## config.mk

```make
export PLATFORM = sky130hd
export DESIGN_NAME = bhcd_fifo
export DESIGN_NICKNAME = d
export VERILOG_FILES = /design/src/hw/rtl/bhcd_pkg.sv /design/src/hw/rtl/bhcd_fifo.sv
export SDC_FILE = /design/constraint.sdc
export NUM_CORES = 1
export LEC_CHECK = 0
export BUFFER_PORTS_ARGS = -buffer_cell sky130_fd_sc_hd__buf_2
export CAP_MARGIN = 0
export CORE_ASPECT_RATIO = 1.25
export CORE_MARGIN = 2
export CORE_UTILIZATION = 47
export CTS_CLUSTER_SIZE = 24
export DETAILED_ROUTE_END_ITERATION = 7
export HOLD_SLACK_MARGIN = 0.03
export PLACE_DENSITY = 0.7
export SLEW_MARGIN = 10
export SYNTH_ARGS = -nofsm -noshare
export SYNTH_HDL_FRONTEND = slang
export SYNTH_SLANG_ARGS = --single-unit
```

## constraint.sdc

```tcl
create_clock -name clk -period 3.3 [get_ports clk]
set_input_delay 0.33 -clock clk [delete_from_list [all_inputs] [get_ports clk]]
set_output_delay 0.33 -clock clk [all_outputs]
set_load 0.01 [all_outputs]
```

## src/hw/rtl/bhcd_pkg.sv

```systemverilog
package bhcd_pkg;

  localparam int MAX_BLOCKS_DEF   = 512;
  localparam int MAX_BLOCK_PIXELS = 4096;
  localparam int FIFO_DEPTH       = 2;

  localparam int HUE_SUM_W = 21;
  localparam int SV_SUM_W  = 19;
  localparam int BP_W      = 13;
  localparam int CP_W      = 8;

  localparam logic [7:0] MARK_RED   = 8'd100;
  localparam logic [7:0] MARK_GREEN = 8'd250;
  localparam logic [7:0] MARK_BLUE  = 8'd30;

  localparam logic [BP_W-1:0] BP_RESET = 13'd400;
  localparam logic [CP_W-1:0] CP_RESET = 8'd70;

  // register byte offsets within the config window
  localparam logic [2:0] REG_BLOCK_PIXELS   = 3'd0;
  localparam logic [2:0] REG_CHANGE_PERCENT = 3'd4;

  // one converted pixel on its way from the front to the back
  typedef struct packed {
    logic [7:0] red;
    logic [7:0] green;
    logic [7:0] blue;
    logic [8:0] block_index;
    logic       first;
    logic       last;
    logic [8:0] hue;
    logic [6:0] sat;
    logic [6:0] val;
  } pix_t;

endpackage

```

## src/hw/rtl/bhcd_fifo.sv

```systemverilog
module bhcd_fifo import bhcd_pkg::*; (
  input  logic clk,
  input  logic rst,
  input  logic push_valid,
  input  pix_t push_data,
  output logic push_ready,
  output logic pop_valid,
  output pix_t pop_data,
  input  logic pop
);

  localparam int PW = (FIFO_DEPTH > 1) ? $clog2(FIFO_DEPTH) : 1;
  localparam int CW = $clog2(FIFO_DEPTH + 1);

  pix_t          slots [FIFO_DEPTH];
  logic [PW-1:0] wr_ptr, rd_ptr;
  logic [CW-1:0] count;
  logic          do_push, do_pop;

  assign push_ready = (count != CW'(FIFO_DEPTH));
  assign pop_valid  = (count != '0);
  assign do_push    = push_valid && push_ready;
  assign do_pop     = pop && pop_valid;
  assign pop_data   = slots[rd_ptr];

  always_ff @(posedge clk) begin
    if (rst) begin
      wr_ptr <= '0;
      rd_ptr <= '0;
      count  <= '0;
    end else begin
      if (do_push) wr_ptr <= (wr_ptr == PW'(FIFO_DEPTH - 1)) ? '0 : wr_ptr + 1'b1;
      if (do_pop)  rd_ptr <= (rd_ptr == PW'(FIFO_DEPTH - 1)) ? '0 : rd_ptr + 1'b1;
      count <= count + CW'(do_push) - CW'(do_pop);
    end
  end

  always_ff @(posedge clk) begin
    if (do_push) slots[wr_ptr] <= push_data;
  end

endmodule

```

==> flow_summary.yaml <==
timing:
  maxSlewViolCount: 0
  period_share: 0.692
  skew_ns: 0.00712
  fmax_mhz: 438
  tightest_slew_ns: 0.796
  slew_headroom: 0.469
  hold_viol: 0
  finalWorstSetupSlack_ns: 1.02
  finalSetupViolations: 0
  period_needed_ns: 2.28
  setup_tns_ns: 0
  rsz0062_at_grt: "false"
layout:
  final_cell_mix: "buf_2 (121), edfxtp_1 (116), mux2_2 (58)"
  multi_input_area_sq_um: 808
  fin_util: 0.627
  diodes: 0
  layout_commonest_cell: "buf_2"
  drive_gt1_frac: 0.593
  final_area_sq_um: 5750
  seq_area_sq_um: 3580
  nFillCells: 721
  flow.area_growth_from_synthesis_pct: 29.8
  nets: 410
floorplan:
  die_w_um: 90.9
  initial_utilization: 0.483
  row_count: 39
  pin_count: 122
  dieHeight_um: 113
  die_area_sq_um: 10200
  core_sq_um: 9170
synth:
  yosysSeqAreaShare: 0.809
  syn_area_sq_um: 4430
  synth_nets: 272
  avgSynthCellArea_sq_um: 21.2
  ys_ff_latch: 121
  synth_top_area_share: 0.786
  synth_top_cell_by_area: "edfxtp_1"
  synth_cells: 209
  ys_warn_count: 0
  ys_types: 23
  yosys-top-cells-area: "edfxtp_1 (79%), mux2_2 (15%), dfxtp_1 (2.3%)"
critical_path:
  crit_required_ns: 2.97
  crit_family: "flip-flops"
  worstSetupStartpointType: "flop"
  critical-path-max-stage-delay_ns: 0.73
  worstPathArrival_ns: 1.95
  critPathBufInv: 2
  crit_path_top_delay_cell: "dfxtp_2"
  worstPathMaxFanout: 34
  end_kind: "primary output"
  crit_path_cell_trace: "buf_12, mux2_2, buf_2"
  path_class: "reg -> out"
job:
  maxCapViolations: 0
hold_path:
  hold_path_class: "in -> reg"
clocking:
  cts_inserted_buffers: 17
  root_buffer: "clkbuf_16"
  cts-resized-gates: 0
  htree_num_levels: 4
  clk_latency_ns: 0.40
  ctsHoldBuffers: 0
  clock-sinks: 121
  post_cts_buffers: 0
  clkSlewWorstSetupHoldPaths_ns: 0.05
  cts_tree: "built"
  clk_path_buf_depth: 2
power:
  pwr-share-clk: 0.379
  p_int_mw: 3.34
  p_switching_mw: 1.04
  p_seq_frac: 0.445
  comb_power_share: 0.176
  irDropWorstVdd_v: 0.000439
  swShare: 0.237
  leakage_nw: 2.18
  powerDensity_nw_per_um2: 762
  finalPower_mw: 4.38
placement:
  dp_hpwl_um: 4820
  place_area_sq_um: 5210
  numPortBuffers: 121
  place_congestion: 0.699
  post-place-ws_ns: 1.24
global_routing:
  antenna_found_initial: 0
  use_met2: 0.255
  grt_usage: 0.152
  grt_pass1_vias: 2447
  grt_max_degree: 37
  grt_pass1_wl_um: 11500
  use_met1: 0.164
  gr-total-overflow: 0
  busiest_layer: "met2"
  use_met3: 0.0678
status:
  status: "finished clean"
routing:
  vias_per_cell: 4.87
  final_antenna_net_count: 0
  routedWlPerCell_um: 15.6
  drc: 0
  routed_wl_um: 7510
  first_iter_violations: 91
  vias: 2349
  drt_first_pass_iters: 5
## through the flow
stage,hold slack (ns),instances
floorplan,0.399,209
global placement,0.486,451
detailed placement,0.492,451
CTS,0.101,482
global route,0.0950,482
finish,0.117,482
## logic make-up (layout without fill, tap and decap cells)
| logic type | after synthesis | after routing | share of synthesized area |
|---|---|---|---|
| flops | 121 | 121 | 0.809 |
| compound gates | 7 | 7 | 0.0116 |
| mux | 59 | 59 | 0.150 |
| xor+xnor | 1 | 1 | 0.00198 |
| fa+ha+maj | 1 | 1 | 0.00282 |
| buf+inv | 7 | 157 | 0.00931 |
| simple gates | 13 | 13 | 0.0158 |
## sequential cells by signal (all words and copies together) (netlist names), named ones only
register / count
rd_ptr: 1
count: 2
slots: 116
wr_ptr: 1
## cells in the mapped netlist (all sizes together)
cell	number
or2	1
mux2	59
nor2b	2
a21bo	2
buf	6
a211oi	1
ha	1
and3	1
xor2	1
nand2b	1
nand3	1
and2b	1
nor2	5
a21oi	1
dfxtp	5
nand3b	1
o21ai	2
inv	1
a32oi	1
edfxtp	116
## layout make-up
class | count | area share
Sequential cell | 121 | 0.623
Timing Repair Buffer | 125 | 0.115
Multi-Input combinational cell | 81 | 0.141
Clock inverter | 13 | 0.0194
Clock buffer | 18 | 0.0746
Tap cell | 123 | 0.0268
Inverter | 1 | 0.000653
## power groups by stage
stage	registers [mW]	clock network, mW	logic, mW
2_1_floorplan	1.94	0	0.515
3_3_place_gp	1.97	0	0.779
3_5_place_dp	1.98	0	0.785
4_1_cts	1.95	1.69	0.790
5_1_grt	1.97	1.76	0.836
6_report	1.95	1.66	0.771
## path summary, 6_finish.rpt
path | start | end | slack, ns | cells after the start
min | push_data[28] | slots[0][28] | 0.12 | 1
max reg2reg | count[0] | slots[0][51] | 1.25 | 4
min reg2reg | rd_ptr | flop | 0.51 | 2
max | flop | pop_data[27] | 1.02 | 3
## layer usage
metal / up-vias / share of wire / routed length, um
li1: 1106 / - / -
met1: 1153 / 0.38 / 2870
met2: 78 / 0.54 / 4030
met3: 12 / 0.064 / 477
met4: 0 / 0.017 / 131
met5: - / 0 / 0
(Power assumes the default switching activity.)
