`src/hw/rtl/bhcd_pkg.sv`:
```
package bhcd_pkg;

  localparam int MAX_BLOCKS_DEF   = 512;
  localparam int MAX_BLOCK_PIXELS = 4096;
  localparam int FIFO_DEPTH       = 2;

  localparam int HUE_SUM_W = 21;
  localparam int SV_SUM_W  = 19;
  localparam int BP_W      = 13;
  localparam int CP_W      = 8;

  localparam logic [7:0] MARK_RED   = 8'd100;
  localparam logic [7:0] MARK_GREEN = 8'd250;
  localparam logic [7:0] MARK_BLUE  = 8'd30;

  localparam logic [BP_W-1:0] BP_RESET = 13'd400;
  localparam logic [CP_W-1:0] CP_RESET = 8'd70;

  // register byte offsets within the config window
  localparam logic [2:0] REG_BLOCK_PIXELS   = 3'd0;
  localparam logic [2:0] REG_CHANGE_PERCENT = 3'd4;

  // one converted pixel on its way from the front to the back
  typedef struct packed {
    logic [7:0] red;
    logic [7:0] green;
    logic [7:0] blue;
    logic [8:0] block_index;
    logic       first;
    logic       last;
    logic [8:0] hue;
    logic [6:0] sat;
    logic [6:0] val;
  } pix_t;

endpackage

```
`src/hw/rtl/bhcd_div.sv`:
```
module bhcd_div import bhcd_pkg::*; #(
  parameter int WN = 15,
  parameter int WD = 8
) (
  input  logic          clk,
  input  logic          rst,
  input  logic          start,
  input  logic [WN-1:0] dividend,
  input  logic [WD-1:0] divisor,
  output logic          done,
  output logic [WN-1:0] quotient,
  output logic [WD-1:0] remainder
);

  localparam int CW = $clog2(WN + 1);

  logic          busy;
  logic [CW-1:0] cnt;
  logic [WN-1:0] quo;
  logic [WD-1:0] rem;
  logic [WD-1:0] dvs;
  logic [WD:0]   trial;
  logic [WD:0]   diff;
  logic          fits;

  // one restoring step per cycle, MSB first
  assign trial = {rem, quo[WN-1]};
  assign fits  = trial >= {1'b0, dvs};
  assign diff  = trial - {1'b0, dvs};

  always_ff @(posedge clk) begin
    if (rst) begin
      busy <= 1'b0;
      done <= 1'b0;
      cnt  <= '0;
    end else begin
      done <= 1'b0;
      if (start) begin
        busy <= 1'b1;
        cnt  <= '0;
      end else if (busy) begin
        cnt <= cnt + 1'b1;
        if (cnt == CW'(WN - 1)) begin
          busy <= 1'b0;
          done <= 1'b1;
        end
      end
    end
  end

  always_ff @(posedge clk) begin
    if (start) begin
      quo <= dividend;
      rem <= '0;
      dvs <= divisor;
    end else if (busy) begin
      quo <= {quo[WN-2:0], fits};
      rem <= fits ? diff[WD-1:0] : trial[WD-1:0];
    end
  end

  assign quotient  = quo;
  assign remainder = rem;

endmodule

```
`src/hw/rtl/bhcd_front.sv`:
```
module bhcd_front import bhcd_pkg::*; (
  input  logic       clk,
  input  logic       rst,
  input  logic       hold,
  input  logic [7:0] red,
  input  logic [7:0] green,
  input  logic [7:0] blue,
  input  logic [8:0] block_index,
  input  logic       first_in_block,
  input  logic       last_in_block,
  input  logic       in_valid,
  output logic       in_ready,
  output logic       push_valid,
  output pix_t       push_data,
  input  logic       push_ready
);

  typedef enum logic [1:0] {F_IDLE, F_DIV, F_PUSH} fstate_t;
  typedef enum logic [1:0] {MX_RED, MX_GREEN, MX_BLUE} mxsel_t;

  fstate_t state;
  pix_t    ent;
  mxsel_t  sel;
  logic    neg;
  logic    dz;
  logic    mz;

  logic [7:0]  mx, mn, d, a0;
  logic        neg_c;
  mxsel_t      sel_c;
  logic [14:0] vx;
  logic [6:0]  vq0;
  logic [8:0]  vr;
  logic [6:0]  v_c;
  logic        acc;

  logic        hdone, sdone;
  logic [14:0] hq, sq;
  logic [7:0]  hrem, srem;
  logic [8:0]  qh;
  logic [8:0]  hue_c;

  assign acc      = in_valid && in_ready;
  assign in_ready = (state == F_IDLE) && !hold;

  always_comb begin
    mx = red;
    mn = red;
    if (green > mx) mx = green;
    if (blue > mx)  mx = blue;
    if (green < mn) mn = green;
    if (blue < mn)  mn = blue;
    d = mx - mn;
    // ties go to blue, then green
    priority if (blue == mx) begin
      sel_c = MX_BLUE;
      neg_c = green > red;
      a0    = neg_c ? green - red : red - green;
    end else if (green == mx) begin
      sel_c = MX_GREEN;
      neg_c = red > blue;
      a0    = neg_c ? red - blue : blue - red;
    end else begin
      sel_c = MX_RED;
      neg_c = blue > green;
      a0    = neg_c ? blue - green : green - blue;
    end
    // value = floor(100*mx/255) by shift and one correction
    vx  = 15'(mx) * 15'd100;
    vq0 = vx[14:8];
    vr  = {1'b0, vx[7:0]} + 9'(vq0);
    v_c = vq0 + 7'(vr >= 9'd255);
  end

  bhcd_div #(.WN(15), .WD(8)) u_hdiv (
    .clk       (clk),
    .rst       (rst),
    .start     (acc),
    .dividend  (15'(a0) * 15'd60),
    .divisor   (d),
    .done      (hdone),
    .quotient  (hq),
    .remainder (hrem)
  );

  bhcd_div #(.WN(15), .WD(8)) u_sdiv (
    .clk       (clk),
    .rst       (rst),
    .start     (acc),
    .dividend  (15'(d) * 15'd100),
    .divisor   (mx),
    .done      (sdone),
    .quotient  (sq),
    .remainder (srem)
  );

  assign qh = hq[8:0];

  // floor for the blue and green sectors, truncation for the red one
  always_comb begin
    unique case (sel)
      MX_BLUE:  hue_c = neg ? 9'd240 - qh - 9'(hrem != '0) : 9'd240 + qh;
      MX_GREEN: hue_c = neg ? 9'd120 - qh - 9'(hrem != '0) : 9'd120 + qh;
      MX_RED:   hue_c = neg ? ((qh == '0) ? 9'd0 : 9'd360 - qh) : qh;
      default:  hue_c = '0;
    endcase
    if (dz) hue_c = '0;
  end

  always_ff @(posedge clk) begin
    if (rst) begin
      state <= F_IDLE;
    end else begin
      unique case (state)
        F_IDLE: if (acc) state <= F_DIV;
        F_DIV:  if (hdone) state <= F_PUSH;
        F_PUSH: if (push_ready) state <= F_IDLE;
        default: state <= F_IDLE;
      endcase
    end
  end

  always_ff @(posedge clk) begin
    if (acc) begin
      ent.red         <= red;
      ent.green       <= green;
      ent.blue        <= blue;
      ent.block_index <= block_index;
      ent.first       <= first_in_block;
      ent.last        <= last_in_block;
      ent.val         <= v_c;
      sel             <= sel_c;
      neg             <= neg_c;
      dz              <= (d == '0);
      mz              <= (mx == '0);
    end
    if (state == F_DIV && hdone) begin
      ent.hue <= hue_c;
      ent.sat <= mz ? 7'd0 : sq[6:0];
    end
  end

  assign push_valid = (state == F_PUSH);
  assign push_data  = ent;

  // both dividers run in lockstep; sdone mirrors hdone
  logic unused_s;
  assign unused_s = sdone ^ (|srem) ^ (|sq[14:7]) ^ (|hq[14:9]);

endmodule

```
`config.mk`:
```
export PLATFORM = sky130hd
export DESIGN_NAME = bhcd_front
export DESIGN_NICKNAME = d
export VERILOG_FILES = /design/src/hw/rtl/bhcd_pkg.sv /design/src/hw/rtl/bhcd_div.sv /design/src/hw/rtl/bhcd_front.sv
export SDC_FILE = /design/constraint.sdc
export NUM_CORES = 1
export LEC_CHECK = 0
export ABC_CLOCK_PERIOD_IN_PS = 26300
export BUFFER_PORTS_ARGS = -buffer_cell sky130_fd_sc_hd__buf_2
export CORE_ASPECT_RATIO = 0.7
export CORE_UTILIZATION = 45
export CTS_CLUSTER_SIZE = 14
export DETAILED_ROUTE_END_ITERATION = 7
export RECOVER_POWER = 50
export SYNTH_ARGS = -nofsm -noshare
export SYNTH_HDL_FRONTEND = slang
export SYNTH_SLANG_ARGS = --single-unit
```
`constraint.sdc`:
```
create_clock -name clk -period 26.3 [get_ports clk]
set_input_delay 5.26 -clock clk [delete_from_list [all_inputs] [get_ports clk]]
set_output_delay 5.26 -clock clk [all_outputs]
set_load 0.02 [all_outputs]
```
==> flow_summary.toml <==
[synth]
synthTopCellsByArea = "edfxtp_1 (25%), ha_1 (18%), dfxtp_1 (5.4%)"
yosys.cell_count.top_type = "ha_1"
synthArstFlopShare_pct = 0
synthFlopType = "edfxtp_1"
synth_warnings = 0
synthTopCellsByCount = "ha_1 (185), inv_1 (133), edfxtp_1 (104)"
syn-cell-area_um2 = 12700
synth_top_cell_area_share_pct = 24.7
synth_area_per_cell_um2 = 9.29
ys_types = 87
synth-seq-area-share_pct = 30.0
synth-seq-cells = 138
synth_edf_count = 104
syn_inst = 1363
synth_nets = 1615
synth.largest_area_cell = "edfxtp_1"

[clock_network]
cts.hold.buffers_added = 0
post-cts-setup-buffer-count = 0
cts_tree = "built"
clock-sinks = 138
numCtsBuffers = 17
cts_root_buffer = "clkbuf_16"
cts_buffer_depth = 2
clock_latency_ns = 0.44
htree_levels = 4
cts_resized = 0
path_clk_slew_ns = 0.07

[timing]
period_needed_ns = 14.18
fin_tns_setup_ns = 0
fin_worst_hold_slack_ns = 0.475
finalHoldViolCount = 0
drv_slew = 54
setup_viol = 0
maxSlewHeadroom_pct = -51.1
finClkSkew_ns = 0.0102
tightestPinTransition_ns = 2.27
post-route-period-util_pct = 53.9
fmax_ghz = 0.0705
rsz0062_at_grt = "no"

[setup_path]
cp.arrival_ns = 14.29
critPathMaxFanout = 13
critPathMaxStageDelay_ns = 0.60
worst-path-buf-inv = 5
cp_common_cell = "ha_1"
start_kind = "input pin"
cpMaxStageDelayCell = "o21ai_2"
crit_path_end_kind = "flop"
cp_top_family = "adder cells"
cp.required_ns = 26.41
critPathKind = "input pin to flop"

[detailed_routing]
via_per_inst = 5.71
ant_nets = 0
num_vias = 10434
drt-initial-drc-count = 780
drt_wl_total_um = 34900
wl_per_cell_um = 19.1
drc_errors = 0
first_pass_iters = 5

[placed_design]
dpl-instance-area_um2 = 13500
portBuffers = 99
dp_cells = 1796
hpwl_um = 26800
gp_congestion = 0.925

[run]
maxCapViolCount = 1

[hold_path]
hp-class = "flop to flop"

[run_status]
violations = "capacitance limit, slew limit"
outcome = "finished with violations"

[cells_and_area]
num-fill-cells = 2594
fin_cells = 1828
diodes = 0
fin_nets = 1703
finalInstanceArea_um2 = 14000
syn_to_final_growth_pct = 10.4
drive_gt1_share_pct = 5.94
postLayoutCoreUtil_pct = 51.4

[global_routing]
antenna_found_initial = 1
grt_pass1_vias = 9928
grt-ovfl-total = 0
grt_pass1_wl_um = 54900
gr-usage-all-layers_pct = 24.7
grt_max_degree = 54

[power]
power_density_nw_per_um2 = 130
p_leak_nw = 6.00
ir_drop_mv = 0.132

[floorplan]
dieArea_um2 = 28800
start_util_pct = 46.5
die_h_um = 142
num_io_pins = 100
core_area_um2 = 27200
dieWidth_um = 202
rows = 50
through the flow:
step | worst slack [ns] | total power [mW]
2_1_floorplan | 13.20 | 1.30
3_3_place_gp | 12.24 | 1.55
3_5_place_dp | 12.06 | 1.56
4_1_cts | 12.48 | 1.82
5_1_grt | 11.51 | 2.01
6_report | 12.12 | 1.81
per-layer routing:
layer	up-vias	global-route usage, %	part of all wire [%]
met5	-	0	0.037
met1	4903	36.9	51
li1	5157	-	-
met3	39	5.82	7.1
met2	333	35.6	40
met4	2	5.54	1.2
cells by family (layout without fill, tap and decap cells):
family	count (synthesis)	in the layout	synth area share, %
AOI/OAI and AO/OA	369	369	19.4
xor gates and xnor gates	87	87	6.02
adders and majority gates	214	214	22.7
buffers and inverters	172	273	5.28
DFF	138	138	30.0
muxes	40	40	3.26
and+or+nand+nor	343	343	13.3
registers in the layout (all words and copies together), names as in the netlist, 4 cells and up:
register          count
u_hdiv.quotient      15
push_data            58
u_sdiv.cnt            4
u_sdiv.quotient      15
u_hdiv.dvs            8
u_hdiv.cnt            4
u_hdiv.remainder      8
u_sdiv.remainder      8
u_sdiv.dvs            8
path summary, 6_finish.rpt:
path,to,cells past startpoint,slack (ns),startpoint
worst max register to register,push_data[32],5,21.81,state[0]
worst min-delay path,u_sdiv.remainder[7],2,0.47,u_sdiv.remainder[7]
worst max-delay path,u_sdiv.quotient[14],35,12.12,green[5]
worst min register to register,u_sdiv.remainder[7],2,0.47,u_sdiv.remainder[7]
report_power, final:
part           switching (mW)  total, mW  internal, mW
Combinational           0.701       1.24         0.537
Clock                   0.106      0.242         0.136
Sequential             0.0279      0.330         0.302
Total                   0.835       1.81         0.975
layout by cell type, fill, tap and decap left out, types with 10 or more instances in the layout:
| cell type | n |
|---|---|
| a211oi_1 | 21 |
| nor2b_1 | 16 |
| dfxtp_1 | 34 |
| nand4_1 | 14 |
| edfxtp_1 | 104 |
| nor2_1 | 97 |
| xnor2_1 | 61 |
| o21ai_0 | 73 |
| nand2_1 | 89 |
| nand2b_1 | 13 |
| clkbuf_16 | 19 |
| nand3_1 | 47 |
| mux2i_1 | 33 |
| a21oi_1 | 97 |
| ha_1 | 185 |
| buf_2 | 16 |
| inv_1 | 133 |
| a31oi_1 | 19 |
| fa_1 | 27 |
| xor2_1 | 26 |
| nor3_1 | 13 |
| o21bai_1 | 16 |
| clkbuf_1 | 86 |
| o211ai_1 | 10 |
| a21o_1 | 24 |
worst reg2reg max path, stage by stage (launching register included):
cell and delay (ns):
dfxtp_1 0.36, nor3_1 0.08, nand2_2 0.06, clkbuf_1 1.61, clkinv_2 1.36, buf_4 0.65
area by class of cell:
| cell class | instances | area (um2) | area share [%] |
|---|---|---|---|
| Clock buffer | 22 | 497 | 3.55 |
| Multi-Input combinational cell | 1053 | 8190 | 58.6 |
| Tap cell | 364 | 455 | 3.26 |
| Inverter | 135 | 508 | 3.64 |
| Timing Repair Buffer | 106 | 440 | 3.15 |
| Sequential cell | 138 | 3800 | 27.2 |
| Clock inverter | 10 | 77.6 | 0.555 |
Power figures use the tool's default switching activity.
